[config.mk]
export PLATFORM = sky130hd
export DESIGN_NAME = cca_useq
export DESIGN_NICKNAME = d
export VERILOG_FILES = /design/src/rtl/cca_pkg.sv /design/src/rtl/cca_useq.sv
export SDC_FILE = /design/constraint.sdc
export NUM_CORES = 1
export LEC_CHECK = 0
export BUFFER_PORTS_ARGS = -buffer_cell sky130_fd_sc_hd__buf_2
export CAP_MARGIN = 20
export CORE_UTILIZATION = 52
export CTS_CLUSTER_SIZE = 40
export DETAILED_ROUTE_END_ITERATION = 16
export GPL_ROUTABILITY_DRIVEN = 0
export HOLD_SLACK_MARGIN = 0.12
export PLACE_DENSITY_LB_ADDON = 0.15
export RECOVER_POWER = 100
export SYNTH_ARGS = -nofsm -noshare
export SYNTH_HDL_FRONTEND = slang
export SYNTH_SLANG_ARGS = --single-unit
[constraint.sdc]
create_clock -name clk -period 3.5 [get_ports clk]
set_clock_uncertainty 0.15 [all_clocks]
set_input_delay 0.525 -clock clk [delete_from_list [all_inputs] [get_ports clk]]
set_output_delay 0.525 -clock clk [all_outputs]
set_load 0.05 [all_outputs]
[src/rtl/cca_pkg.sv]
package cca_pkg;

  localparam int CCA_NUM_CLUSTERS = 4096;

  localparam logic [2:0] CMD_ALLOC  = 3'd0;
  localparam logic [2:0] CMD_FREE   = 3'd1;
  localparam logic [2:0] CMD_EXTEND = 3'd2;
  localparam logic [2:0] CMD_DROP   = 3'd3;
  localparam logic [2:0] CMD_READ   = 3'd4;

  localparam logic [2:0] ST_OK     = 3'd0;
  localparam logic [2:0] ST_NOFREE = 3'd1;
  localparam logic [2:0] ST_SHORT  = 3'd2;
  localparam logic [2:0] ST_ZERO   = 3'd3;
  localparam logic [2:0] ST_LIMIT  = 3'd4;

  typedef logic [4:0] pc_t;

  localparam pc_t P_IDLE      = 5'd0;
  localparam pc_t P_A0        = 5'd1;
  localparam pc_t P_A1        = 5'd2;
  localparam pc_t P_F0        = 5'd3;
  localparam pc_t P_F1        = 5'd4;
  localparam pc_t P_F2        = 5'd5;
  localparam pc_t P_E0        = 5'd6;
  localparam pc_t P_E1        = 5'd7;
  localparam pc_t P_E2        = 5'd8;
  localparam pc_t P_EM_LIMIT  = 5'd9;
  localparam pc_t P_X0        = 5'd10;
  localparam pc_t P_X1        = 5'd11;
  localparam pc_t P_X2        = 5'd12;
  localparam pc_t P_D0        = 5'd13;
  localparam pc_t P_D1        = 5'd14;
  localparam pc_t P_D2        = 5'd15;
  localparam pc_t P_D3        = 5'd16;
  localparam pc_t P_D4        = 5'd17;
  localparam pc_t P_D5        = 5'd18;
  localparam pc_t P_D6        = 5'd19;
  localparam pc_t P_R0        = 5'd20;
  localparam pc_t P_R1        = 5'd21;
  localparam pc_t P_EM_C      = 5'd22;
  localparam pc_t P_EM_OK0    = 5'd23;
  localparam pc_t P_EM_NOFREE = 5'd24;
  localparam pc_t P_EM_SHORT  = 5'd25;
  localparam pc_t P_EM_ZERO   = 5'd26;

  typedef enum logic [2:0] {
    CND_NEXT, CND_ALWAYS, CND_DISPATCH, CND_FH_ZERO,
    CND_CID_ZERO, CND_RD_ZERO, CND_LIMIT, CND_NOT_LIMIT
  } cond_t;

  typedef enum logic [1:0] {RS_NONE, RS_CID, RS_FH, RS_RD} rsel_t;

  typedef enum logic [2:0] {
    WS_NONE, WS_FH_ZERO, WS_CID_FH, WS_CID_C, WS_CID_ZERO, WS_C_FH
  } wsel_t;

  typedef enum logic [1:0] {LC_KEEP, LC_FH, LC_RD} ldc_t;
  typedef enum logic [1:0] {LF_KEEP, LF_RD, LF_CID, LF_C} ldfh_t;
  typedef enum logic [1:0] {LI_KEEP, LI_RD, LI_C} ldcid_t;
  typedef enum logic [1:0] {CS_ZERO, CS_C, CS_RD} clsel_t;

  typedef struct packed {
    cond_t      cond;
    pc_t        target;
    rsel_t      rsel;
    wsel_t      wsel;
    ldc_t       ld_c;
    ldfh_t      ld_fh;
    ldcid_t     ld_cid;
    logic       inc_steps;
    logic       emit;
    logic [2:0] status;
    clsel_t     clsel;
  } ucode_t;

  typedef struct packed {
    logic accept;
    logic out_busy;
    logic fh_zero;
    logic cid_zero;
    logic rd_zero;
    logic limit;
  } seq_flags_t;

  localparam ucode_t UC_NOP = '{
    cond: CND_NEXT, target: P_IDLE, rsel: RS_NONE, wsel: WS_NONE,
    ld_c: LC_KEEP, ld_fh: LF_KEEP, ld_cid: LI_KEEP, inc_steps: 1'b0,
    emit: 1'b0, status: ST_OK, clsel: CS_ZERO
  };

  function automatic ucode_t emit_word(input logic [2:0] st, input clsel_t cs);
    ucode_t w;
    w        = UC_NOP;
    w.cond   = CND_ALWAYS;
    w.target = P_IDLE;
    w.emit   = 1'b1;
    w.status = st;
    w.clsel  = cs;
    return w;
  endfunction

  function automatic ucode_t ucode_rom(input pc_t pc);
    ucode_t w;
    w = UC_NOP;
    unique case (pc)
      P_IDLE: begin
        w.cond = CND_DISPATCH;
      end
      P_A0, P_X0: begin
        w.cond   = CND_FH_ZERO;
        w.target = P_EM_NOFREE;
        w.rsel   = RS_FH;
      end
      P_A1: begin
        w.ld_c   = LC_FH;
        w.ld_fh  = LF_RD;
        w.wsel   = WS_FH_ZERO;
        w.cond   = CND_ALWAYS;
        w.target = P_EM_C;
      end
      P_F0: begin
        w.cond   = CND_CID_ZERO;
        w.target = P_EM_OK0;
      end
      P_F1: begin
        w.cond   = CND_LIMIT;
        w.target = P_EM_LIMIT;
        w.rsel   = RS_CID;
      end
      P_F2: begin
        w.wsel      = WS_CID_FH;
        w.ld_fh     = LF_CID;
        w.ld_cid    = LI_RD;
        w.inc_steps = 1'b1;
        w.cond      = CND_ALWAYS;
        w.target    = P_F0;
      end
      P_E0, P_D0, P_R0: begin
        w.rsel = RS_CID;
      end
      P_E1: begin
        w.cond   = CND_RD_ZERO;
        w.target = P_X0;
      end
      P_E2: begin
        w.cond      = CND_NOT_LIMIT;
        w.target    = P_E1;
        w.ld_cid    = LI_RD;
        w.inc_steps = 1'b1;
        w.rsel      = RS_RD;
      end
      P_EM_LIMIT, P_D4: begin
        w = emit_word(ST_LIMIT, CS_ZERO);
      end
      P_X1: begin
        w.ld_c  = LC_FH;
        w.ld_fh = LF_RD;
        w.wsel  = WS_FH_ZERO;
      end
      P_X2: begin
        w.wsel   = WS_CID_C;
        w.cond   = CND_ALWAYS;
        w.target = P_EM_C;
      end
      P_D1: begin
        w.cond   = CND_RD_ZERO;
        w.target = P_EM_SHORT;
        w.ld_c   = LC_RD;
        w.rsel   = RS_RD;
      end
      P_D2: begin
        w.cond   = CND_RD_ZERO;
        w.target = P_D5;
      end
      P_D3: begin
        w.cond      = CND_NOT_LIMIT;
        w.target    = P_D2;
        w.ld_cid    = LI_C;
        w.ld_c      = LC_RD;
        w.inc_steps = 1'b1;
        w.rsel      = RS_RD;
      end
      P_D5: begin
        w.wsel = WS_CID_ZERO;
      end
      P_D6: begin
        w.wsel   = WS_C_FH;
        w.ld_fh  = LF_C;
        w.cond   = CND_ALWAYS;
        w.target = P_EM_C;
      end
      P_R1:        w = emit_word(ST_OK, CS_RD);
      P_EM_C:      w = emit_word(ST_OK, CS_C);
      P_EM_OK0:    w = emit_word(ST_OK, CS_ZERO);
      P_EM_NOFREE: w = emit_word(ST_NOFREE, CS_ZERO);
      P_EM_SHORT:  w = emit_word(ST_SHORT, CS_ZERO);
      P_EM_ZERO:   w = emit_word(ST_ZERO, CS_ZERO);
      default: begin
        w.cond   = CND_ALWAYS;
        w.target = P_IDLE;
      end
    endcase
    return w;
  endfunction

  function automatic pc_t entry_pc(input logic [2:0] cmd, input logic start_zero,
                                   input logic start_big);
    pc_t p;
    p = P_EM_OK0;
    unique case (cmd)
      CMD_ALLOC:  p = P_A0;
      CMD_FREE:   p = P_F0;
      CMD_EXTEND: p = P_E0;
      CMD_DROP:   p = P_D0;
      CMD_READ:   p = P_R0;
      default:    p = P_EM_OK0;
    endcase
    if (cmd inside {CMD_FREE, CMD_EXTEND, CMD_DROP, CMD_READ}) begin
      if (start_zero) begin
        p = P_EM_ZERO;
      end else if (start_big) begin
        p = P_EM_LIMIT;
      end
    end
    return p;
  endfunction

endpackage

[src/rtl/cca_useq.sv]
module cca_useq
  import cca_pkg::*;
(
  input  logic       clk,
  input  logic       rst_n,
  input  seq_flags_t flags,
  input  pc_t        entry,
  output ucode_t     uc,
  output logic       idle
);

  pc_t  pc_r;
  pc_t  pc_nxt;
  logic take;

  assign uc   = ucode_rom(pc_r);
  assign idle = (pc_r == P_IDLE);

  always_comb begin
    case (uc.cond)
      CND_ALWAYS:    take = 1'b1;
      CND_FH_ZERO:   take = flags.fh_zero;
      CND_CID_ZERO:  take = flags.cid_zero;
      CND_RD_ZERO:   take = flags.rd_zero;
      CND_LIMIT:     take = flags.limit;
      CND_NOT_LIMIT: take = !flags.limit;
      default:       take = 1'b0;
    endcase
  end

  always_comb begin
    if (uc.cond == CND_DISPATCH) begin
      pc_nxt = flags.accept ? entry : pc_r;
    end else if (uc.emit && flags.out_busy) begin
      pc_nxt = pc_r;
    end else if (take) begin
      pc_nxt = uc.target;
    end else begin
      pc_nxt = pc_r + 5'd1;
    end
  end

  always_ff @(posedge clk) begin
    if (!rst_n) begin
      pc_r <= P_IDLE;
    end else begin
      pc_r <= pc_nxt;
    end
  end

endmodule

After elaboration in Yosys (flattened, before gate mapping). Index checks and enable logic that the tools add are counted.

Flip-flop bits (word level): 5. Word-level logic and storage cells: 65. Output and inout bits: 27. Input bits: 13.

Add/subtract/negate cells: 1. Equality and inequality tests: 35. Multiplexer cells: 13. Reduce and logical (&&, ||, !) cells: 15.

Operators with widths (count): 5-bit == test (second input constant) (11); 5-bit case mux with 10 select lines (1); 6-bit case mux with 7 select lines (1); 5-bit by 4-bit == test with 1-bit output (second input constant) (8); 3-bit case mux with 7 select lines (1); 5-bit by 3-bit == test with 1-bit output (second input constant) (4); 5-bit two-way mux (4); 3-bit case mux with 5 select lines (1); 3-bit == test (second input constant) (4); 2-bit case mux with 3 select lines (2); 2-bit OR reduction (6); 5-bit by 2-bit == test with 1-bit output (second input constant) (2); 3-bit OR reduction (3); 3-bit by 2-bit == test with 1-bit output (second input constant) (2); 1-bit case mux with 6 select lines (1); 3-bit case mux with 2 select lines (1); 5-bit by 1-bit adder with 5-bit output (second input constant) (1); 5-bit by 1-bit == test with 1-bit output (second input constant) (1); 5-bit logical NOT (1); 5-bit OR reduction (1); 2-bit inequality test (second input constant) (2); 2-bit case mux with 2 select lines (1); 4-bit OR reduction (1); 3-bit by 1-bit == test with 1-bit output (second input constant) (1); 3 further kinds (3).

Logic depth before layout (Yosys ltp).
Depth in word-level cells: 8. Gate-level depth with buffers: 13. Mapped depth without buffers: 10.

Worst setup path before layout. No wires, ideal clock.

Kind: reg2out. From: register pc_r[0]. To: output uc[19] (netlist name). Required time: 2.825 ns. Slack: 0.240 ns. Arrival time: 2.585 ns. Buffers on the path: 1. Stages on the path, launching flop included: 8. Cell sequence: dfxtp_1 inv_1 ha_1 clkbuf_1 nand2_1 a21boi_0 o22ai_1 a311o_1.

RTL lines: start: declaration (RTL line cca_useq.sv:12) `pc_t pc_r;`; start signal: assignment (RTL line cca_useq.sv:47) `pc_r <= pc_nxt;`; end: declaration (RTL line cca_useq.sv:8) `output ucode_t uc,`.

==> impl_results.html <==
<table>
<tr><th>Metric</th><th>Value</th></tr>
<tr><th colspan="2">Clock tree</th></tr>
<tr><td>Maximum level of the CTS H-tree</td><td>1</td></tr>
<tr><td>Clock transition at the registers of the reported paths</td><td>40 ps</td></tr>
<tr><td>Count of clock tree sinks</td><td>5</td></tr>
<tr><td>Total CTS buffers</td><td>3</td></tr>
<tr><td>Clock latency on the worst-skew pair</td><td>about 240 ps</td></tr>
<tr><td>Hold buffer count at CTS</td><td>0</td></tr>
<tr><td>Post-cts sizing count</td><td>0</td></tr>
<tr><td>Post-CTS repair timing setup buffer count</td><td>0</td></tr>
<tr><td>CTS tree</td><td>built</td></tr>
<tr><td>Maximum root-to-sink buffer count</td><td>2</td></tr>
<tr><td>Cell chosen for the clock root</td><td>clkbuf_4</td></tr>
<tr><th colspan="2">Layout</th></tr>
<tr><td>Share of final-layout standard cells stronger than drive strength 1</td><td>0.1894</td></tr>
<tr><td>Ant diodes</td><td>0</td></tr>
<tr><td>Syn-to-layout area delta</td><td>15.01%</td></tr>
<tr><td>Number of nets in the layout</td><td>about 250</td></tr>
<tr><td>Most flops, register</td><td>pc_r</td></tr>
<tr><td>Max FFs per register</td><td>5</td></tr>
<tr><td>Leading registers by flop count</td><td>pc_r: 5 flops</td></tr>
<tr><th colspan="2">Timing</th></tr>
<tr><td>Fmax</td><td>between 300 and 400 MHz</td></tr>
<tr><td>Hold Vio Cnt, Final</td><td>0</td></tr>
<tr><td>Actual slew at the worst max-slew pin</td><td>just under 800 ps</td></tr>
<tr><td>Part of the cycle the worst path needs</td><td>0.9489</td></tr>
<tr><td>Crit path time final</td><td>between 3000 and 4000 ps</td></tr>
<tr><td>Relative max-transition margin</td><td>0.4777</td></tr>
<tr><td>Finish-stage setup viols</td><td>0</td></tr>
<tr><td>Number of max-slew violations in the final report</td><td>0</td></tr>
<tr><td>Setup total negative slack</td><td>0 ps</td></tr>
<tr><td>RSZ-0062 raised after global routing</td><td>false</td></tr>
<tr><th colspan="2">Global routing</th></tr>
<tr><td>Antenna violations before repair</td><td>0</td></tr>
<tr><td>Wire length of the first global-routing pass</td><td>6182 microns</td></tr>
<tr><td>Total routing resource utilization after global routing</td><td>0.3065</td></tr>
<tr><td>Via count of the first global-routing pass</td><td>around 1400</td></tr>
<tr><td>Overflow left after global routing</td><td>0</td></tr>
<tr><td>Pin count of the biggest net entering global routing</td><td>24</td></tr>
<tr><th colspan="2">Synthesis</th></tr>
<tr><td>Count of flip-flops with a built-in enable after synthesis</td><td>0</td></tr>
<tr><td>Proportion of netlist area held by the largest area contributor</td><td>0.07952</td></tr>
<tr><td>Cell taking the most area after synthesis</td><td>dfxtp_1</td></tr>
<tr><td>Top-count cell post-synth</td><td>nand2_1</td></tr>
<tr><td>Cell area after technology mapping</td><td>between 1000 and 1500 sq um</td></tr>
<tr><td>Leading cell types by total area after synthesis</td><td>dfxtp_1 (8.0%), nand2_1 (5.7%), o21ai_0 (5.6%)</td></tr>
<tr><td>Cell variety after synth</td><td>56</td></tr>
<tr><td>Synth Flop Type</td><td>dfxtp_1</td></tr>
<tr><td>Number of nets produced by synthesis</td><td>211</td></tr>
<tr><td>Most common library cells after synthesis</td><td>nand2_1 (19), nor2_1 (18), o21ai_0 (14)</td></tr>
<tr><td>Syn_area_per_cell</td><td>roughly 6.5 sq um</td></tr>
<tr><td>FF+latch count, synth</td><td>5</td></tr>
<tr><td>Synth async-reset ratio</td><td>0</td></tr>
<tr><td>Cells after Synth</td><td>193</td></tr>
<tr><td>Proportion of synthesized chip area in sequential cells</td><td>0.07952</td></tr>
<tr><td>Synthesis Warnings</td><td>0</td></tr>
<tr><th colspan="2">Worst setup path</th></tr>
<tr><td>Worst path buffer plus inverter count</td><td>2</td></tr>
<tr><td>Ordered cell list for the critical path</td><td>ha_1 &gt; nor2b_1 &gt; a21bo_1 &gt; o22ai_1 &gt; a2111oi_4 &gt; inv_2 &gt; buf_2</td></tr>
<tr><td>Crit path largest cell delay</td><td>approximately 500 ps</td></tr>
<tr><td>Crit-path max FO</td><td>14</td></tr>
<tr><td>Data required time of the critical path</td><td>between 2000 and 3000 ps</td></tr>
<tr><td>Crit path capture type</td><td>primary output</td></tr>
<tr><td>Flop2flop setup slack</td><td>around 350 ps</td></tr>
<tr><td>Worst setup path class</td><td>register to primary output</td></tr>
<tr><td>Standard cell with the maximum stage delay on the critical path</td><td>a2111oi_4</td></tr>
<tr><td>Kind of start point of the critical path</td><td>register</td></tr>
<tr><td>Largest delay contributor family on the critical path</td><td>compound AO/OA/AOI/OAI gates</td></tr>
<tr><td>Arrival time at the worst endpoint</td><td>between 2000 and 3000 ps</td></tr>
<tr><th colspan="2">Flow run</th></tr>
<tr><td>Count of maximum capacitance violations</td><td>0</td></tr>
<tr><th colspan="2">Route</th></tr>
<tr><td>Routed length on met1</td><td>around 1700 microns</td></tr>
<tr><td>DRT antenna net count</td><td>0</td></tr>
<tr><td>TritonRoute pass-1 iters</td><td>5</td></tr>
<tr><td>Total Routed Length</td><td>slightly below 4000 microns</td></tr>
<tr><td>Met2 WL</td><td>about 1900 microns</td></tr>
<tr><td>DR DRC count</td><td>0</td></tr>
<tr><td>First DRT Iteration DRCs</td><td>95</td></tr>
<tr><td>Wirelength per Cell</td><td>15.53 microns</td></tr>
<tr><td>Via density per instance</td><td>between 6 and 7</td></tr>
<tr><td>Met3 wire len</td><td>between 300 and 400 microns</td></tr>
<tr><td>Total via count in the routed design</td><td>1600</td></tr>
<tr><td>Uppermost metal layer occupied by signal nets</td><td>met4</td></tr>
<tr><th colspan="2">Floorplan</th></tr>
<tr><td>Number of top-level design ports</td><td>40</td></tr>
<tr><td>Die area</td><td>around 2600 sq um</td></tr>
<tr><td>Width of the chip</td><td>around 51 microns</td></tr>
<tr><td>Rows</td><td>17</td></tr>
<tr><td>Initial core utilization</td><td>0.5583</td></tr>
<tr><td>Core outline area</td><td>2255 sq um</td></tr>
<tr><td>Vertical extent of the die</td><td>51.20 microns</td></tr>
<tr><th colspan="2">Placed design</th></tr>
<tr><td>HPWL after detailed placement</td><td>slightly below 3000 microns</td></tr>
<tr><td>Number of port buffers</td><td>39</td></tr>
<tr><th colspan="2">Status</th></tr>
<tr><td>Status</td><td>finished clean</td></tr>
<tr><th colspan="2">Min path</th></tr>
<tr><td>Path type of the worst min-delay path</td><td>input port to register</td></tr>
</table>
cell usage in the layout (no fill, tap or decap), drive strengths merged, types with 3 or more instances in the layout:
master / instances
nand3: 5
a21o: 5
o21a: 4
nand2b: 7
nand2: 19
dfxtp: 5
inv: 13
nor2: 18
or2: 6
clkbuf: 29
buf: 21
nor2b: 6
and3: 7
o21ai: 18
a21oi: 14
ha: 5
o22ai: 5
a31oi: 5
nor3: 3
area by class of cell:
type | instances | area (sq um)
Inverter | 13 | 48.80
Sequential cell | 5 | 100.1
Clock buffer | 4 | 26.28
Timing Repair Buffer | 46 | 216.5
Tap cell | 28 | 35.03
Multi-Input combinational cell | 159 | 1021
Fill cell | 244 | 807.0
tightest hold or removal path: cells and delay by family:
| family | cells | cell delay [ps] |
|---|---|---|
| AO/OA/AOI/OAI | 2 | 120 |
| buffers and inverters | 1 | 130 |
cell families after synthesis:
group,synth area share
multiplexers,0.007953
buffers and inverters,0.1064
adder cells (fa/ha/maj),0.04970
AND/OR/NAND/NOR,0.3350
flip-flops,0.07953
XOR/XNOR,0.01392
AO/OA/AOI/OAI,0.4076
metrics by stage:
step / hold slack, ps / worst slack (ps) / instances / cell area [sq um] / utilization
after floorplan: 384.9 / 239.8 / 193 / 1259 / -
after global placement: 444.5 / 470.4 / 251 / 1456 / 0.6459
after detailed placement: 447.0 / 420.9 / 251 / 1456 / 0.6459
after CTS: 425.3 / 214.4 / 255 / 1483 / 0.6576
after global routing: 427.7 / 20.78 / 255 / 1448 / 0.6421
final: 434.4 / 178.9 / 255 / 1448 / 0.6421
final timing paths:
path	depth (start not counted)	to	start
max	7	uc[23]	pc_r[0]
min	3	pc_r[4]	rst_n
max reg2reg	9	pc_r[3]	pc_r[0]
min reg2reg	2	pc_r[1]	pc_r[1]
per-layer routing:
layer	GRT usage	up-vias
met1	0.3772	727
met4	0.05093	0
met2	0.5636	105
met3	0.04167	10
li1	-	758
met5	0	-
Power is not shown: default switching activity piles up to over one toggle a cycle in this logic, so the estimate is an artifact.
